==> src/rtl/hmf_pkg.sv <==
// shared types and constants for the histogram mode filter
// no dependencies; imported by every module of the block
`timescale 1ns / 1ps
`default_nettype none

package hmf_pkg;

  localparam int CENTRE_W = 9;
  localparam int WIN_W    = 21;
  localparam int SAMPLE_W = 16;
  localparam int RADIUS_W = 4;
  localparam int SCAN_W   = 10;
  localparam int CFG_IDX_W  = 3;
  localparam int CFG_DATA_W = 9;

  localparam logic [WIN_W-1:0] WIN_MAX = {WIN_W{1'b1}};

  localparam logic [CFG_IDX_W-1:0] CFG_MIN_RANGE = 3'd0;
  localparam logic [CFG_IDX_W-1:0] CFG_MAX_RANGE = 3'd1;
  localparam logic [CFG_IDX_W-1:0] CFG_RADIUS    = 3'd2;
  localparam logic [CFG_IDX_W-1:0] CFG_BELOW_BIN = 3'd3;
  localparam logic [CFG_IDX_W-1:0] CFG_ABOVE_BIN = 3'd4;

  localparam logic [CENTRE_W-1:0] MIN_RANGE_RST = 9'd20;
  localparam logic [CENTRE_W-1:0] MAX_RANGE_RST = 9'd350;
  localparam logic [RADIUS_W-1:0] RADIUS_RST    = 4'd2;
  localparam logic [CENTRE_W-1:0] BELOW_BIN_RST = 9'd0;
  localparam logic [CENTRE_W-1:0] ABOVE_BIN_RST = 9'd351;

  typedef enum logic [2:0] {
    ST_CLEAR,
    ST_IDLE,
    ST_BUMP,
    ST_SCAN,
    ST_WAIT1,
    ST_WAIT2,
    ST_EMIT
  } state_t;

  // control from the scan sequencer to the window datapath
  typedef struct packed {
    logic                start;
    logic                valid;
    logic                eval;
    logic [CENTRE_W-1:0] centre;
  } win_ctl_t;

endpackage

`default_nettype wire

==> src/rtl/hmf_window.sv <==
// sliding window sum over histogram bins read in order, with best centre tracking
// depends on hmf_pkg
`timescale 1ns / 1ps
`default_nettype none

module hmf_window #(
  parameter int MAX_RADIUS  = 8,
  parameter int COUNT_WIDTH = 16
) (
  input  wire                           clk,
  input  wire                           rst,
  input  hmf_pkg::win_ctl_t             ctl,
  input  wire [COUNT_WIDTH-1:0]         bin_data,
  input  wire [hmf_pkg::RADIUS_W-1:0]   radius,
  output logic [hmf_pkg::CENTRE_W-1:0]  best_centre,
  output logic [hmf_pkg::WIN_W-1:0]     best_window
);
  import hmf_pkg::*;

  localparam int TAPS  = 2 * MAX_RADIUS + 1;
  localparam int SUM_W = COUNT_WIDTH + $clog2(TAPS + 1);
  localparam int CMP_W = (SUM_W > WIN_W) ? SUM_W : WIN_W;

  logic [COUNT_WIDTH-1:0] taps [TAPS];
  logic [SUM_W-1:0]       sum;
  logic                   eval;
  logic [CENTRE_W-1:0]    eval_centre;
  logic [COUNT_WIDTH-1:0] best_count;

  logic [COUNT_WIDTH-1:0] drop;
  logic [COUNT_WIDTH-1:0] own;
  logic [CMP_W-1:0]       sum_ext;
  logic [WIN_W-1:0]       win_sat;
  logic                   take;

  // bin leaving the window is the one 2r+1 places back
  always_comb begin
    drop = '0;
    for (int k = 0; k < TAPS; k++) begin
      if (k == 2 * int'(radius)) drop = taps[k];
    end
  end

  always_comb begin
    own = '0;
    for (int k = 0; k <= MAX_RADIUS; k++) begin
      if (k == int'(radius)) own = taps[k];
    end
  end

  assign sum_ext = CMP_W'(sum);
  assign win_sat = (sum_ext > CMP_W'(WIN_MAX)) ? WIN_MAX : WIN_W'(sum_ext);
  assign take    = eval && ((win_sat > best_window) ||
                            ((win_sat == best_window) && (own > best_count)));

  always_ff @(posedge clk) begin
    if (ctl.start) begin
      for (int k = 0; k < TAPS; k++) taps[k] <= '0;
      sum <= '0;
    end else if (ctl.valid) begin
      taps[0] <= bin_data;
      for (int k = 1; k < TAPS; k++) taps[k] <= taps[k-1];
      sum <= sum + SUM_W'(bin_data) - SUM_W'(drop);
    end
    eval_centre <= ctl.centre;
  end

  always_ff @(posedge clk) begin
    if (rst) begin
      eval        <= 1'b0;
      best_centre <= '0;
      best_window <= '0;
      best_count  <= '0;
    end else begin
      eval <= ctl.valid && ctl.eval;
      if (ctl.start) begin
        best_centre <= '0;
        best_window <= '0;
        best_count  <= '0;
      end else if (take) begin
        best_centre <= eval_centre;
        best_window <= win_sat;
        best_count  <= own;
      end
    end
  end

endmodule

`default_nettype wire

==> config.mk <==
export PLATFORM = sky130hd
export DESIGN_NAME = hmf_window
export DESIGN_NICKNAME = d
export VERILOG_FILES = /design/src/rtl/hmf_pkg.sv /design/src/rtl/hmf_window.sv
export SDC_FILE = /design/constraint.sdc
export NUM_CORES = 1
export LEC_CHECK = 0
export BUFFER_PORTS_ARGS = -buffer_cell sky130_fd_sc_hd__clkbuf_2
export CAP_MARGIN = 0
export CORE_MARGIN = 2
export CORE_UTILIZATION = 40
export CTS_CLUSTER_DIAMETER = 60
export DETAILED_ROUTE_END_ITERATION = 16
export GPL_ROUTABILITY_DRIVEN = 1
export PLACE_DENSITY_LB_ADDON = 0.25
export SYNTH_ARGS = -nofsm -noshare
export SYNTH_HDL_FRONTEND = slang
export SYNTH_SLANG_ARGS = --single-unit
==> constraint.sdc <==
create_clock -name clk -period 7.9 [get_ports clk]
set_input_delay 0.79 -clock clk [delete_from_list [all_inputs] [get_ports clk]]
set_output_delay 0.79 -clock clk [all_outputs]
set_load 0.01 [all_outputs]
==> impl_metrics.tcl <==
set metrics [dict create \
    p_per_area_nw_per_um2 269 \
    grt_max_degree 270 \
    first_iter_violations 1095 \
    cts_max_level 2 \
    core_sq_um 42000 \
    synth_top_cells_by_count "edfxtp_1 (272), and2_1 (270), dfxtp_1 (77)" \
    netlist_instances 1401 \
    insertion_delay_ns 0.54 \
    ctsResizeCount 0 \
    synth_top_area_share_pct 47.8 \
    first_pass_iters 8 \
    slew_viol_final 0 \
    rows 75 \
    wl_per_cell_microns 20.4 \
    die_w_microns 211 \
    cp-end-kind "register" \
    final_util_pct 45.4 \
    tightest_slew_ns 1.09 \
    p_leak_nw 7.36 \
    vias 11100 \
    syn_nets 1513 \
    grt_util_all_layers_pct 18.3 \
    multiInputGateArea_sq_um 6730 \
    cts_tree "built" \
    drv_cap 0 \
    fillers 3815 \
    fmax_ghz 0.189 \
    area_growth_pct 11.8 \
    ctsLongestPathBuffers 3 \
    fp.dieH_microns 211 \
    drive_gt1_share_pct 14.2 \
    fin_crit_ns 5.29 \
    finClkSkew_ns 0.0150 \
    outcome "finished, final reports clean" \
    antenna_found_initial 0 \
    grt-ovfl-total 0 \
    hp-class "in -> reg" \
    start_kind "input pin" \
    grt_pass1_wl_microns 63700 \
    vdd_drop_max_v 0.000124 \
    arrival_ns 5.70 \
    die_area_sq_um 44400 \
    synth_seq_area_share_pct 56.9 \
    setup_violations 0 \
    cts_hold_buf 0 \
    async_reset_ff_share_pct 0 \
    hold_viol_final 0 \
    seqCellArea_sq_um 9710 \
    setup_tns_ns 0 \
    initial_core_util_pct 40.6 \
    antenna_cells 0 \
    ys.flop_type "edfxtp_1" \
    syn_area_per_cell_sq_um 12.2 \
    final.period_utilization_pct 67.0 \
    cts_buffers 40 \
    reg2reg_depth 13 \
    portBuffers 63 \
    critical_path.max_fanout 20 \
    cts_sinks 349 \
    slew_headroom_pct 27.0 \
    postCtsSetupBuffers 0 \
    hold_depth 1 \
    drt-total-wl_microns 40500 \
    path_clk_slew_ns 0.05 \
    fin_area_sq_um 19100 \
    antenna_left 0 \
    ys_warn_count 0 \
    syn-cell-area_sq_um 17100 \
    crit_type "in -> reg" \
    worstPathRequired_ns 8.31 \
    placed_cell_area_sq_um 17800 \
    synth_most_common_cell "edfxtp_1" \
    drc 0 \
    final_nets 1530 \
    dp_hpwl_microns 25300 \
    yosys.area.top_type "edfxtp_1" \
    yosysUniqueCellTypes 67 \
    gp_congestion 0.791 \
    rsz0062_at_grt "false" \
    cts_root_buffer "clkbuf_16" \
    io_pins 64 \
    ys_ff_latch 349 \
    synth_edf_count 272 \
    via_per_inst 5.58 \
    yosys-top-cells-area "edfxtp_1 (48%), and2_1 (9.9%), dfxtp_1 (9.0%)" \
    grt_pass1_vias 10800 \
]
-- cell usage in the layout (no fill, tap or decap), types with 7 or more instances in the layout --
cell type / count
edfxtp_1: 272
a21oi_1: 62
o31ai_2: 20
nand2b_1: 8
clkbuf_2: 63
nand2_1: 60
a22oi_1: 21
a22o_1: 8
a31oi_1: 7
nand4_1: 29
inv_1: 58
clkbuf_1: 13
clkinv_2: 7
a211oi_1: 10
dfxtp_1: 77
ha_1: 62
nand3_1: 36
a21o_1: 8
buf_4: 16
o21ai_0: 30
and2_1: 270
nor2b_1: 7
mux4_2: 25
a222oi_1: 25
fa_1: 16
clkbuf_16: 41
nor2_1: 41
a221oi_1: 19
mux2i_1: 17
nor3_1: 32
-- flip-flops by register name, summed over array words and instances, names as in the netlist --
name	flops
sum	21
best_centre	9
taps	272
eval	1
eval_centre	9
best_window	21
best_count	16
-- critical path, cell delays in order --
cell	delay, ns
clkbuf_2	0.50
nor2b_1	0.34
and3b_1	0.43
a222oi_1	0.32
nand2_1	0.10
a221oi_1	0.56
fa_1	0.55
ha_1	0.38
o21a_1	0.22
a21oi_1	0.33
a211oi_1	0.17
o311a_1	0.44
a31oi_1	0.27
mux2i_1	0.22
nand2_1	0.06
-- metal layers --
metal | part of all wire [%] | routed length, microns | GRT usage, % | up-vias
met2 | 46 | 18600 | 28.8 | 269
met1 | 47 | 18900 | 26.2 | 5570
li1 | - | - | - | 5177
met5 | 0 | 0 | 0 | -
met4 | 2.5 | 1030 | 5.97 | 0
met3 | 4.7 | 1910 | 2.42 | 75
-- worst paths after layout --
path,start,endpoint,slack [ns]
worst max-delay path,radius[0],sum[19],2.61
worst min-delay path,ctl[0],eval_centre[0],0.37
worst max register to register,taps[0][66],sum[19],3.50
worst min register to register,eval_centre[8],best_centre[8],0.45
-- through the flow --
step	cells	worst slack, ns	hold WS [ns]	total power, mW
final	1987	2.61	0.367	5.14
after global routing	1987	2.08	0.352	5.40
after CTS	1987	2.65	0.345	5.18
after detailed placement	1915	2.13	0.446	3.35
after global placement	1915	2.17	0.436	3.33
after floorplan	1401	0.824	0.429	3.09
-- power by group --
part           internal (mW)  switching (mW)  leakage, nW
registers               2.12           0.121         3.64
logic                  0.447           0.629         3.10
clock network           1.08           0.736        0.623
-- cell families after synthesis --
family / synth area share (%)
mux: 4.29
buf+inv: 3.99
flops: 56.9
compound gates: 11.0
xor+xnor: 0.513
simple gates: 16.9
fa+ha+maj: 6.42
-- final cells by class --
| cell class | count | share of cell area, % |
|---|---|---|
| Clock buffer | 57 | 5.85 |
| Tap cell | 539 | 3.53 |
| Timing Repair Buffer | 81 | 2.49 |
| Inverter | 59 | 1.20 |
| Sequential cell | 349 | 50.9 |
| Multi-Input combinational cell | 887 | 35.3 |
| Clock inverter | 15 | 0.813 |
Note: power is estimated with default switching activity, not from simulation.
